===== src/hw/rtl/gds_pkg.sv =====
`default_nettype none
// ----------------------------------------------------------------------------
// gds_pkg
// shared types, operation codes, status codes and the month length table
// for the gregorian date stepper
// ----------------------------------------------------------------------------
package gds_pkg;

    localparam int YEAR_W  = 14;
    localparam int MONTH_W = 4;
    localparam int DAY_W   = 5;
    localparam int OP_W    = 4;
    localparam int STAT_W  = 2;
    localparam int QUO_W   = 10;

    localparam logic [YEAR_W-1:0]  YEAR_MAX = 14'd9999;
    localparam logic [YEAR_W-1:0]  YEAR_MIN = 14'd0;
    localparam logic [MONTH_W-1:0] MONTH_JAN = 4'd1;
    localparam logic [MONTH_W-1:0] MONTH_FEB = 4'd2;
    localparam logic [MONTH_W-1:0] MONTH_DEC = 4'd12;

    // floor(y / 25) = (y * 5243) >> 17 for every 14 bit y
    localparam logic [12:0] RECIP_25   = 13'd5243;
    localparam int          RECIP_SHFT = 17;

    localparam logic [OP_W-1:0] OP_NEXT_DAY     = 4'd0;
    localparam logic [OP_W-1:0] OP_PREV_DAY     = 4'd1;
    localparam logic [OP_W-1:0] OP_NEXT_MBEGIN  = 4'd2;
    localparam logic [OP_W-1:0] OP_PREV_MBEGIN  = 4'd3;
    localparam logic [OP_W-1:0] OP_NEXT_MEND    = 4'd4;
    localparam logic [OP_W-1:0] OP_PREV_MEND    = 4'd5;
    localparam logic [OP_W-1:0] OP_NEXT_WEEK    = 4'd6;
    localparam logic [OP_W-1:0] OP_PREV_WEEK    = 4'd7;
    localparam logic [OP_W-1:0] OP_SNAP_MEND_UP = 4'd8;
    localparam logic [OP_W-1:0] OP_SNAP_MEND_DN = 4'd9;
    localparam logic [OP_W-1:0] OP_SNAP_MBEG_UP = 4'd10;
    localparam logic [OP_W-1:0] OP_SNAP_MBEG_DN = 4'd11;

    localparam logic [STAT_W-1:0] ST_OK       = 2'd0;
    localparam logic [STAT_W-1:0] ST_BAD_DATE = 2'd1;
    localparam logic [STAT_W-1:0] ST_RANGE    = 2'd2;

    typedef struct packed {
        logic [OP_W-1:0]    op;
        logic [YEAR_W-1:0]  year_in;
        logic [MONTH_W-1:0] month_in;
        logic [DAY_W-1:0]   day_in;
    } gds_req_t;

    typedef struct packed {
        logic [YEAR_W-1:0]  year_out;
        logic [MONTH_W-1:0] month_out;
        logic [DAY_W-1:0]   day_out;
        logic [STAT_W-1:0]  status;
    } gds_rsp_t;

    // after the first stage: request and year / 25
    typedef struct packed {
        gds_req_t          req;
        logic [QUO_W-1:0]  quo25;
    } gds_div_t;

    // after the second stage: request, month lengths and neighbor months
    typedef struct packed {
        gds_req_t           req;
        logic               invalid;
        logic [MONTH_W-1:0] month_prev;
        logic [MONTH_W-1:0] month_next;
        logic [DAY_W-1:0]   len_cur;
        logic [DAY_W-1:0]   len_prev;
        logic [DAY_W-1:0]   len_next;
    } gds_cal_t;

    function automatic logic [DAY_W-1:0] month_length(input logic [MONTH_W-1:0] month,
                                                      input logic leap);
        logic [DAY_W-1:0] len;
        case (month)
            4'd1:    len = 5'd31;
            4'd2:    len = leap ? 5'd29 : 5'd28;
            4'd3:    len = 5'd31;
            4'd4:    len = 5'd30;
            4'd5:    len = 5'd31;
            4'd6:    len = 5'd30;
            4'd7:    len = 5'd31;
            4'd8:    len = 5'd31;
            4'd9:    len = 5'd30;
            4'd10:   len = 5'd31;
            4'd11:   len = 5'd30;
            4'd12:   len = 5'd31;
            default: len = 5'd0;
        endcase
        return len;
    endfunction

endpackage
`default_nettype wire


===== src/hw/rtl/gds_div.sv =====
`default_nettype none
// ----------------------------------------------------------------------------
// gds_div
// first pipeline stage: year divided by 25 through a reciprocal multiply
// ----------------------------------------------------------------------------
module gds_div (
    input  wire logic              aclk,
    input  wire logic              aresetn,
    input  wire logic              in_valid,
    output logic                   in_ready,
    input  wire gds_pkg::gds_req_t in_data,
    output logic                   out_valid,
    input  wire logic              out_ready,
    output gds_pkg::gds_div_t      out_data
);
    import gds_pkg::*;

    logic               valid_reg;
    logic               valid_next;
    gds_div_t           data_reg;
    gds_div_t           data_next;
    logic [26:0]        prod;

    assign in_ready = !valid_reg || out_ready;
    assign prod     = {13'd0, in_data.year_in} * {14'd0, RECIP_25};

    always_comb begin
        valid_next      = in_ready ? in_valid : valid_reg;
        data_next.req   = in_data;
        data_next.quo25 = prod[RECIP_SHFT +: QUO_W];
    end

    always_ff @(posedge aclk) begin
        if (!aresetn) begin
            valid_reg <= 1'b0;
        end else begin
            valid_reg <= valid_next;
        end
    end

    always_ff @(posedge aclk) begin
        if (in_valid && in_ready) begin
            data_reg <= data_next;
        end
    end

    assign out_valid = valid_reg;
    assign out_data  = data_reg;

endmodule
`default_nettype wire


===== src/hw/rtl/gds_cal.sv =====
`default_nettype none
// ----------------------------------------------------------------------------
// gds_cal
// second pipeline stage: leap year, month lengths, neighbor months and
// input date check
// ----------------------------------------------------------------------------
module gds_cal (
    input  wire logic              aclk,
    input  wire logic              aresetn,
    input  wire logic              in_valid,
    output logic                   in_ready,
    input  wire gds_pkg::gds_div_t in_data,
    output logic                   out_valid,
    input  wire logic              out_ready,
    output gds_pkg::gds_cal_t      out_data
);
    import gds_pkg::*;

    logic               valid_reg;
    logic               valid_next;
    gds_cal_t           data_reg;
    gds_cal_t           data_next;
    logic [YEAR_W-1:0]  times25;
    logic               div25;
    logic               leap;
    logic [YEAR_W-1:0]  yr;
    logic [MONTH_W-1:0] mo;
    logic [DAY_W-1:0]   dy;

    assign in_ready = !valid_reg || out_ready;

    assign yr      = in_data.req.year_in;
    assign mo      = in_data.req.month_in;
    assign dy      = in_data.req.day_in;
    assign times25 = {in_data.quo25, 4'd0} + {1'b0, in_data.quo25, 3'd0}
                   + {4'd0, in_data.quo25};
    assign div25   = (times25 == yr);
    // divisible by 4 and not by 100, or by 400 (16 and 25)
    assign leap    = (yr[1:0] == 2'd0) && (!div25 || (yr[3:0] == 4'd0));

    always_comb begin
        valid_next           = in_ready ? in_valid : valid_reg;
        data_next.req        = in_data.req;
        data_next.month_prev = (mo == MONTH_JAN) ? MONTH_DEC : mo - 4'd1;
        data_next.month_next = (mo == MONTH_DEC) ? MONTH_JAN : mo + 4'd1;
        data_next.len_cur    = month_length(mo, leap);
        data_next.len_prev   = month_length(data_next.month_prev, leap);
        data_next.len_next   = month_length(data_next.month_next, leap);
        data_next.invalid    = (yr > YEAR_MAX) || (mo == 4'd0) || (mo > MONTH_DEC)
                             || (dy == 5'd0) || (dy > data_next.len_cur);
    end

    always_ff @(posedge aclk) begin
        if (!aresetn) begin
            valid_reg <= 1'b0;
        end else begin
            valid_reg <= valid_next;
        end
    end

    always_ff @(posedge aclk) begin
        if (in_valid && in_ready) begin
            data_reg <= data_next;
        end
    end

    assign out_valid = valid_reg;
    assign out_data  = data_reg;

endmodule
`default_nettype wire


===== src/hw/rtl/gds_step.sv =====
`default_nettype none
// ----------------------------------------------------------------------------
// gds_step
// third pipeline stage: applies the operation, checks the year range and
// holds the result in the output register
// ----------------------------------------------------------------------------
module gds_step (
    input  wire logic              aclk,
    input  wire logic              aresetn,
    input  wire logic              in_valid,
    output logic                   in_ready,
    input  wire gds_pkg::gds_cal_t in_data,
    output logic                   out_valid,
    input  wire logic              out_ready,
    output gds_pkg::gds_rsp_t      out_data
);
    import gds_pkg::*;

    localparam logic [1:0] DIR_SAME = 2'd0;
    localparam logic [1:0] DIR_NEXT = 2'd1;
    localparam logic [1:0] DIR_PREV = 2'd2;

    logic               valid_reg;
    logic               valid_next;
    gds_rsp_t           data_reg;
    gds_rsp_t           data_next;
    logic [1:0]         dir;
    logic [DAY_W-1:0]   day_new;
    logic [DAY_W-1:0]   dy;
    logic [MONTH_W-1:0] mo;
    logic [YEAR_W-1:0]  yr;
    logic [DAY_W:0]     fwd7;
    logic [DAY_W:0]     back7;
    logic               fwd_wrap;
    logic               back_wrap;
    logic               year_up;
    logic               year_dn;
    logic               out_of_range;

    assign in_ready = !valid_reg || out_ready;

    assign dy = in_data.req.day_in;
    assign mo = in_data.req.month_in;
    assign yr = in_data.req.year_in;

    assign fwd7      = {1'b0, dy} + 6'd7;
    assign fwd_wrap  = fwd7 > {1'b0, in_data.len_cur};
    assign back_wrap = dy <= 5'd7;
    assign back7     = back_wrap ? ({1'b0, dy} + {1'b0, in_data.len_prev} - 6'd7)
                                 : ({1'b0, dy} - 6'd7);

    always_comb begin
        dir     = DIR_SAME;
        day_new = dy;
        case (in_data.req.op)
            OP_NEXT_DAY: begin
                if (dy < in_data.len_cur) begin
                    day_new = dy + 5'd1;
                end else begin
                    dir     = DIR_NEXT;
                    day_new = 5'd1;
                end
            end
            OP_PREV_DAY: begin
                if (dy > 5'd1) begin
                    day_new = dy - 5'd1;
                end else begin
                    dir     = DIR_PREV;
                    day_new = in_data.len_prev;
                end
            end
            OP_NEXT_MBEGIN: begin
                dir     = DIR_NEXT;
                day_new = 5'd1;
            end
            OP_PREV_MBEGIN: begin
                dir     = DIR_PREV;
                day_new = 5'd1;
            end
            OP_NEXT_MEND: begin
                dir     = DIR_NEXT;
                day_new = in_data.len_next;
            end
            OP_PREV_MEND: begin
                dir     = DIR_PREV;
                day_new = in_data.len_prev;
            end
            OP_NEXT_WEEK: begin
                if (fwd_wrap) begin
                    dir     = DIR_NEXT;
                    day_new = DAY_W'(fwd7 - {1'b0, in_data.len_cur});
                end else begin
                    day_new = fwd7[DAY_W-1:0];
                end
            end
            OP_PREV_WEEK: begin
                dir     = back_wrap ? DIR_PREV : DIR_SAME;
                day_new = back7[DAY_W-1:0];
            end
            OP_SNAP_MEND_UP: begin
                day_new = in_data.len_cur;
            end
            OP_SNAP_MEND_DN: begin
                if (dy != in_data.len_cur) begin
                    dir     = DIR_PREV;
                    day_new = in_data.len_prev;
                end
            end
            OP_SNAP_MBEG_UP: begin
                if (dy != 5'd1) begin
                    dir     = DIR_NEXT;
                    day_new = 5'd1;
                end
            end
            OP_SNAP_MBEG_DN: begin
                day_new = 5'd1;
            end
            default: begin
                dir     = DIR_SAME;
                day_new = dy;
            end
        endcase
    end

    assign year_up      = (dir == DIR_NEXT) && (mo == MONTH_DEC);
    assign year_dn      = (dir == DIR_PREV) && (mo == MONTH_JAN);
    assign out_of_range = (year_up && (yr == YEAR_MAX)) || (year_dn && (yr == YEAR_MIN));

    always_comb begin
        valid_next         = in_ready ? in_valid : valid_reg;
        data_next.year_out = yr;
        data_next.month_out = mo;
        data_next.day_out  = dy;
        data_next.status   = ST_OK;
        if (in_data.invalid) begin
            data_next.status = ST_BAD_DATE;
        end else if (out_of_range) begin
            data_next.status = ST_RANGE;
        end else begin
            data_next.day_out = day_new;
            case (dir)
                DIR_NEXT: begin
                    data_next.month_out = in_data.month_next;
                    data_next.year_out  = year_up ? yr + 14'd1 : yr;
                end
                DIR_PREV: begin
                    data_next.month_out = in_data.month_prev;
                    data_next.year_out  = year_dn ? yr - 14'd1 : yr;
                end
                default: begin
                    data_next.month_out = mo;
                    data_next.year_out  = yr;
                end
            endcase
        end
    end

    always_ff @(posedge aclk) begin
        if (!aresetn) begin
            valid_reg <= 1'b0;
        end else begin
            valid_reg <= valid_next;
        end
    end

    always_ff @(posedge aclk) begin
        if (in_valid && in_ready) begin
            data_reg <= data_next;
        end
    end

    assign out_valid = valid_reg;
    assign out_data  = data_reg;

endmodule
`default_nettype wire


===== src/hw/rtl/gregorian_date_stepper_core.sv =====
`default_nettype none
// ----------------------------------------------------------------------------
// gregorian_date_stepper_core
// steps a proleptic gregorian date by day, week or month, or snaps it to a
// month begin or end
// ----------------------------------------------------------------------------
// Each request carries an operation and a date; each gives exactly one
// response with the stepped date and a status (ok, invalid input date, or
// result year outside 0..9999, the last two echoing the input date). The
// block is a three stage pipeline (divide by 25, month lengths and date
// check, operation and output register) and takes one request every cycle
// while it is not stalled; each stage registers its result. While m_ready
// is low the stages fill and s_ready drops only once all three hold data.
module gregorian_date_stepper_core (
    input  wire logic              aclk,
    input  wire logic              aresetn,
    input  wire logic              s_valid,
    output logic                   s_ready,
    input  wire gds_pkg::gds_req_t s_req,
    output logic                   m_valid,
    input  wire logic              m_ready,
    output gds_pkg::gds_rsp_t      m_rsp
);
    import gds_pkg::*;

    logic     div_valid;
    logic     div_ready;
    gds_div_t div_data;
    logic     cal_valid;
    logic     cal_ready;
    gds_cal_t cal_data;

    gds_div u_div (
        .aclk      (aclk),
        .aresetn   (aresetn),
        .in_valid  (s_valid),
        .in_ready  (s_ready),
        .in_data   (s_req),
        .out_valid (div_valid),
        .out_ready (div_ready),
        .out_data  (div_data)
    );

    gds_cal u_cal (
        .aclk      (aclk),
        .aresetn   (aresetn),
        .in_valid  (div_valid),
        .in_ready  (div_ready),
        .in_data   (div_data),
        .out_valid (cal_valid),
        .out_ready (cal_ready),
        .out_data  (cal_data)
    );

    gds_step u_step (
        .aclk      (aclk),
        .aresetn   (aresetn),
        .in_valid  (cal_valid),
        .in_ready  (cal_ready),
        .in_data   (cal_data),
        .out_valid (m_valid),
        .out_ready (m_ready),
        .out_data  (m_rsp)
    );

    // backpressure reaches the input only when every stage is full
    a_full_stall: assert property (@(posedge aclk) disable iff (!aresetn)
        !s_ready |-> (m_valid && !m_ready && div_valid && cal_valid))
        else $error("input stalled with an empty stage");

    a_reset_empty: assert property (@(posedge aclk)
        !aresetn |=> !m_valid)
        else $error("response valid right after reset");

    a_ok_date: assert property (@(posedge aclk) disable iff (!aresetn)
        (m_valid && m_rsp.status == ST_OK) |->
        (m_rsp.year_out <= YEAR_MAX && m_rsp.month_out >= MONTH_JAN
         && m_rsp.month_out <= MONTH_DEC && m_rsp.day_out != 5'd0))
        else $error("ok response with a malformed date");

    a_status_code: assert property (@(posedge aclk) disable iff (!aresetn)
        m_valid |-> (m_rsp.status == ST_OK || m_rsp.status == ST_BAD_DATE
                     || m_rsp.status == ST_RANGE))
        else $error("response status code unknown");

    a_feb_len: assert property (@(posedge aclk) disable iff (!aresetn)
        (m_valid && m_rsp.status == ST_OK && m_rsp.month_out == MONTH_FEB) |->
        (m_rsp.day_out <= 5'd29))
        else $error("ok response past end of february");

endmodule
`default_nettype wire


===== config.mk =====
export PLATFORM = sky130hd
export DESIGN_NAME = gregorian_date_stepper_core
export DESIGN_NICKNAME = d
export VERILOG_FILES = /design/src/hw/rtl/gds_pkg.sv /design/src/hw/rtl/gds_div.sv /design/src/hw/rtl/gds_cal.sv /design/src/hw/rtl/gds_step.sv /design/src/hw/rtl/gregorian_date_stepper_core.sv
export SDC_FILE = /design/constraint.sdc
export NUM_CORES = 1
export LEC_CHECK = 0
export ABC_AREA = 0
export BUFFER_PORTS_ARGS = -buffer_cell sky130_fd_sc_hd__buf_2
export CORE_UTILIZATION = 50
export DETAILED_ROUTE_END_ITERATION = 7
export PLACE_DENSITY_LB_ADDON = 0.3
export SKIP_LAST_GASP = 1
export SYNTH_ARGS = -nofsm -noshare
export SYNTH_HDL_FRONTEND = slang
export SYNTH_SLANG_ARGS = --single-unit

===== constraint.sdc =====
create_clock -name aclk -period 9.3 [get_ports aclk]
set_clock_uncertainty 0.2 [all_clocks]
set_input_delay 0.93 -clock aclk [delete_from_list [all_inputs] [get_ports aclk]]
set_output_delay 0.93 -clock aclk [all_outputs]
set_load 0.02 [all_outputs]

Word level (Yosys, flattened, before mapping)
Cells that the tools add are included.
{"block": "totals", "n_memories": 0, "out_inout_bits": 27, "reg_bits": 116, "rom_bits": 0, "input_bits": 31, "latch_bits": 0, "ram_bits": 0, "word_cells": 160}
{"block": "classes", "n_lt_le_gt_ge": 7, "n_mux": 26, "mul": 1, "n_addsub": 13, "bitwise": 0, "n_reduce_logical": 36, "eq_ne": 55, "n_shift": 0, "n_div": 0}
{"operator": "equality test 4 bit (second input constant)", "n": 20}
{"operator": "equality test 4 x 3 -> 1 bit (second input constant)", "n": 16}
{"operator": "case mux 5 bit (10 select lines)", "n": 1}
{"operator": "2-to-1 mux 23 bit", "n": 2}
{"operator": "case mux 5 bit (3 select lines)", "n": 3}
{"operator": "case mux 18 bit (2 select lines)", "n": 1}
{"operator": "equality test 4 x 2 -> 1 bit (second input constant)", "n": 8}
{"operator": "2-to-1 mux 5 bit", "n": 6}
{"operator": "2-to-1 mux 14 bit", "n": 2}
{"operator": "multiplier 14 x 13 -> 27 bit (second input constant)", "n": 1}
{"operator": "OR reduction 7 bit", "n": 3}
{"operator": "equality test 4 x 1 -> 1 bit (second input constant)", "n": 5}
{"operator": "case mux 2 bit (8 select lines)", "n": 1}
{"operator": "adder 14 x 1 -> 14 bit (second input constant)", "n": 1}
{"operator": "adder 14 x 10 -> 14 bit", "n": 1}
{"operator": "adder 14 x 13 -> 14 bit", "n": 1}
{"operator": "equality test 14 bit", "n": 1}
{"operator": "equality test 14 bit (second input constant)", "n": 1}
{"operator": "greater-than comparator 14 bit (second input constant)", "n": 1}
{"operator": "zero test 14 bit", "n": 1}
{"operator": "subtractor 14 x 1 -> 14 bit (second input constant)", "n": 1}
{"operator": "zero test 4 bit", "n": 3}
{"operator": "OR reduction 4 bit", "n": 3}
{"operator": "subtractor 5 x 3 -> 5 bit (second input constant)", "n": 2}
{"operator": "other kinds (27)", "n": 53}

Longest topological paths before layout
{"block": "depth", "word_depth": 10, "depth_mapped": 22, "depth_no_buf": 21}

Modules after synthesis
A second synthesis with hierarchy kept.
{"block": "hier_totals", "cells_unflattened": 1016, "hier_area_um2": 10522.6}
{"mod": "gds_div", "area_each_um2": 4471.8, "cells_per_inst": 370, "instances": 1, "seq_area_each_um2": 1131.1}
{"mod": "gds_step", "area_each_um2": 3216.8, "cells_per_inst": 406, "instances": 1, "seq_area_each_um2": 770.7}
{"mod": "gds_cal", "area_each_um2": 2834.0, "cells_per_inst": 240, "instances": 1, "seq_area_each_um2": 1371.3}

Least setup slack after synthesis
Ideal clock, no wire load.
{"block": "synth_path", "path_type": "input-to-reg", "start": "input s_req[17] (netlist name)", "end": "register u_div.data_reg (netlist bit u_div.out_data[9]) (data pin)", "arrival_time_ns": 4.902, "setup_time_ns": 0.263, "required_ns": 8.837, "n_path_buf": 0, "path_slack_ns": 3.935, "cell_stages": 17, "cell_sequence": "ha_1 -> inv_1 -> fa_1 -> inv_1 -> fa_1 -> inv_1 -> fa_1 -> fa_1 -> inv_1 -> ha_1 -> a211o_1 -> a21oi_1 -> a21oi_1 -> o211ai_1 -> nand2_1 -> a311oi_1 -> xnor2_1"}
{"block": "synth_via", "elab_chain_cells": 1}
{"item": "start: declaration", "line": "gregorian_date_stepper_core.sv:19", "text": "input wire gds_pkg::gds_req_t s_req,"}
{"item": "multiplier 14 x 13 -> 27 bit", "line": "gds_div.sv:25", "text": "assign prod = {13'd0, in_data.year_in} * {14'd0, RECIP_25};"}
{"item": "via u_div.prod[26]", "line": "gds_div.sv:22", "text": "logic [26:0] prod;"}
{"item": "end signal: assignment", "line": "gds_div.sv:43", "text": "data_reg <= data_next;"}
{"item": "end: declaration", "line": "gds_div.sv:20", "text": "gds_div_t data_reg;"}
The timed path passes the listed nets, and every way through them passes these cells.
A chain may end at the register's enable or synchronous reset.

==> flow_summary_export.csv <==
group,metric,value,unit
sta,setup_violations,0,
placed_design,dp_hpwl,17000,um
critical_path,worstPathMaxFanout,18,
die,core,19700,um2
detailed_routing,drt.antenna.violating_nets,0,
clock_tree,numCtsBuffers,9,
synthesis,syn_inst,989,
finish,ff_latch_area,3270,um2
clock_tree,insertion_delay,0.35,ns
synthesis,yosys.area.top_type_share,31.4,%
critical_path,crit_required,9.20,ns
finish,layout-drive-gt1-share,9.47,%
finish,final_common_cell,"inv_1",
detailed_routing,dr_wl_met2,9990,um
global_route,grt.total_usage,20.6,%
die,start_util,51.8,%
synthesis,yosys-top-cells-area,"edfxtp_1 (31%), ha_1 (18%), fa_1 (14%)",
synthesis,yosys.area.top_type,"edfxtp_1",
critical_path,arrival,5.57,ns
clock_tree,root_buffer,"clkbuf_16",
critical_path,path_class,"flip-flop to flip-flop",
sta,worstMarginPinSlew,1.07,ns
clock_tree,clkTransAtPathRegs,0.07,ns
sta,fmax,0.176,GHz
placed_design,port_buffers,57,
finish,fillerInstances,1674,
synthesis,synth_fp_nets,1236,
clock_tree,cts_setup_buffers,0,
detailed_routing,first_pass_iters,5,
finish,areaGrowthSynthToFinish,8.41,%
die,die_h,145,um
critical_path,crit_path_end_kind,"flip-flop",
global_route,grt_max_degree,46,
synthesis,synth_async_sr_flop_share,0,%
detailed_routing,drc,0,
die,num_rows,51,
sta,finalHoldViolCount,0,
detailed_routing,wl_met3,860,um
synthesis,synth_cell_types,74,
clock_tree,htree_levels,3,
sta,rsz0062_at_grt,"no",
hold_path,hold_path_class,"flip-flop to flip-flop",
synthesis,synth_area,10200,um2
synthesis,synth_edf_count,107,
sta,min_period_over_period,61.0,%
synthesis,synth_area_per_cell,10.3,um2
sta,fin_ws,3.62,ns
detailed_routing,postRouteWirelength,20800,um
global_route,antenna_found_initial,0,
clock_tree,clock_path_buffers,2,
global_route,grt_first_pass_wirelength,35000,um
pwr,p_leak,4.89,nW
synthesis,ys_seq_area_share,32.0,%
clock_tree,cts_tree,"yes",
synthesis,ys_warn_count,0,
clock_tree,cts_sinks,110,
placed_design,dp_slack,3.34,ns
critical_path,startpoint_type,"flip-flop",
finish,finalNetCount,1287,
pwr,powerDensity,239,nW/um2
clock_tree,ctsResizeCount,0,
detailed_routing,route.vias.total,7346,
detailed_routing,wl_per_cell,15.9,um
detailed_routing,wl_met1,9570,um
die,ios,58,
outcome,outcome,"completed",
synthesis,yosys_most_used_dff,"edfxtp_1",
sta,drv_slew,0,
detailed_routing,drt_iter0_markers,527,
sta,fin_setup_tns,0,ns
detailed_routing,maxUsedRoutingLayer,"met4",
finish,multi_input_area,6260,um2
placed_design,gp_congestion,0.928,
sta,period_minus_slack,5.68,ns
synthesis,synth_seq_cells,110,
die,dieArea,21000,um2
sta,slew_headroom,27.6,%
clock_tree,cts_hold_buf,0,
die,die_width,145,um
finish,antenna_cells,0,
global_route,overflow,0,
flow_run,cap_violations,0,
pwr,ir_drop,0.168,mV
finish,final_cell_mix,"inv_1 (162), ha_1 (144), edfxtp_1 (107), fa_1 (72), a21oi_1 (58)",
detailed_routing,viasPerCell,5.61,
global_route,grt_pass1_vias,7169,
per-stage QoR:
stage	std cells	hold WS, ns	power, W	utilization (%)	cell area [um2]
2_1_floorplan	989	0.200	0.00195	-	10200
3_3_place_gp	1294	0.201	0.00223	54.7	10800
3_5_place_dp	1294	0.205	0.00227	54.7	10800
4_1_cts	1310	0.223	0.00266	56.2	11100
5_1_grt	1310	0.241	0.00291	56.2	11100
6_report	1310	0.225	0.00265	56.2	11100
flip-flops by register name (all words and copies together), names as in the netlist:
register          flops
u_cal.out_valid       1
u_div.out_data       37
u_step.out_valid      1
u_cal.out_data       45
u_step.out_data      25
u_div.out_valid       1
report_power, final:
group,switching (W),internal [W],total [W]
logic,0.000866,0.000728,0.00159
registers,0.0000550,0.000624,0.000679
clock network,0.000183,0.000193,0.000376
total,0.00110,0.00154,0.00265
layer usage:
layer	vias up	GRT usage, %
li1	3625	-
met5	-	0
met1	3487	28.2
met2	203	34.6
met3	31	1.54
met4	0	7.02
worst max-delay path: stages (launching register included):
cell and delay (ns):
edfxtp_1 0.54, inv_1 0.21, ha_1 0.25, inv_1 0.07, o21ai_0 0.19, xnor2_1 0.11
ha_1 0.34, o21a_1 0.13, o31a_1 0.16, o22ai_1 0.10, nand2_1 0.23, nand2_1 0.09
nand2_1 0.12, ha_1 0.59, clkinv_1 0.46, nor4_2 0.73, a211oi_1 0.21, o21ai_2 0.34
nor2_1 0.08, mux2i_1 0.15, o211ai_1 0.10
cell type report:
cell class | instances | share of cell area, %
multi-input cells | 696 | 56.5
flip-flops and latches | 110 | 29.5
inverters | 163 | 5.52
well taps | 265 | 2.99
repair buffers | 60 | 2.78
clock buffers | 10 | 2.16
clock inverters | 6 | 0.474
logic make-up (layout without fill, tap and decap cells):
logic type	count (synthesis)	after routing	share of synthesized area (%)
mux	8	8	0.820
flops	110	110	32.0
simple gates	216	216	11.1
buf+inv	183	239	6.97
compound gates	217	217	14.0
xor+xnor	39	39	3.34
fa+ha+maj	216	216	31.7
Yosys cell counts (14+ instances only):
cell and n:
ha_1 144, nor2_1 42, a21oi_1 58, clkbuf_1 15
xnor2_1 32, nor3_1 14, nor2b_1 14, inv_1 162
nand2_1 51, o21ai_0 32, fa_1 72, nand3_1 23
a21o_1 17, edfxtp_1 107
worst paths after layout:
kind / start / endpoint / slack [ns] / depth (start not counted)
setup reg to reg: u_cal.out_data[24] / u_step.out_data[15] / 3.62 / 20
hold reg to reg: u_div.out_data[36] / u_cal.out_data[50] / 0.23 / 0
setup / recovery: u_cal.out_data[24] / u_step.out_data[15] / 3.62 / 20
hold / removal: u_div.out_data[36] / u_cal.out_data[50] / 0.23 / 0
Power figures use the tool's default switching activity.
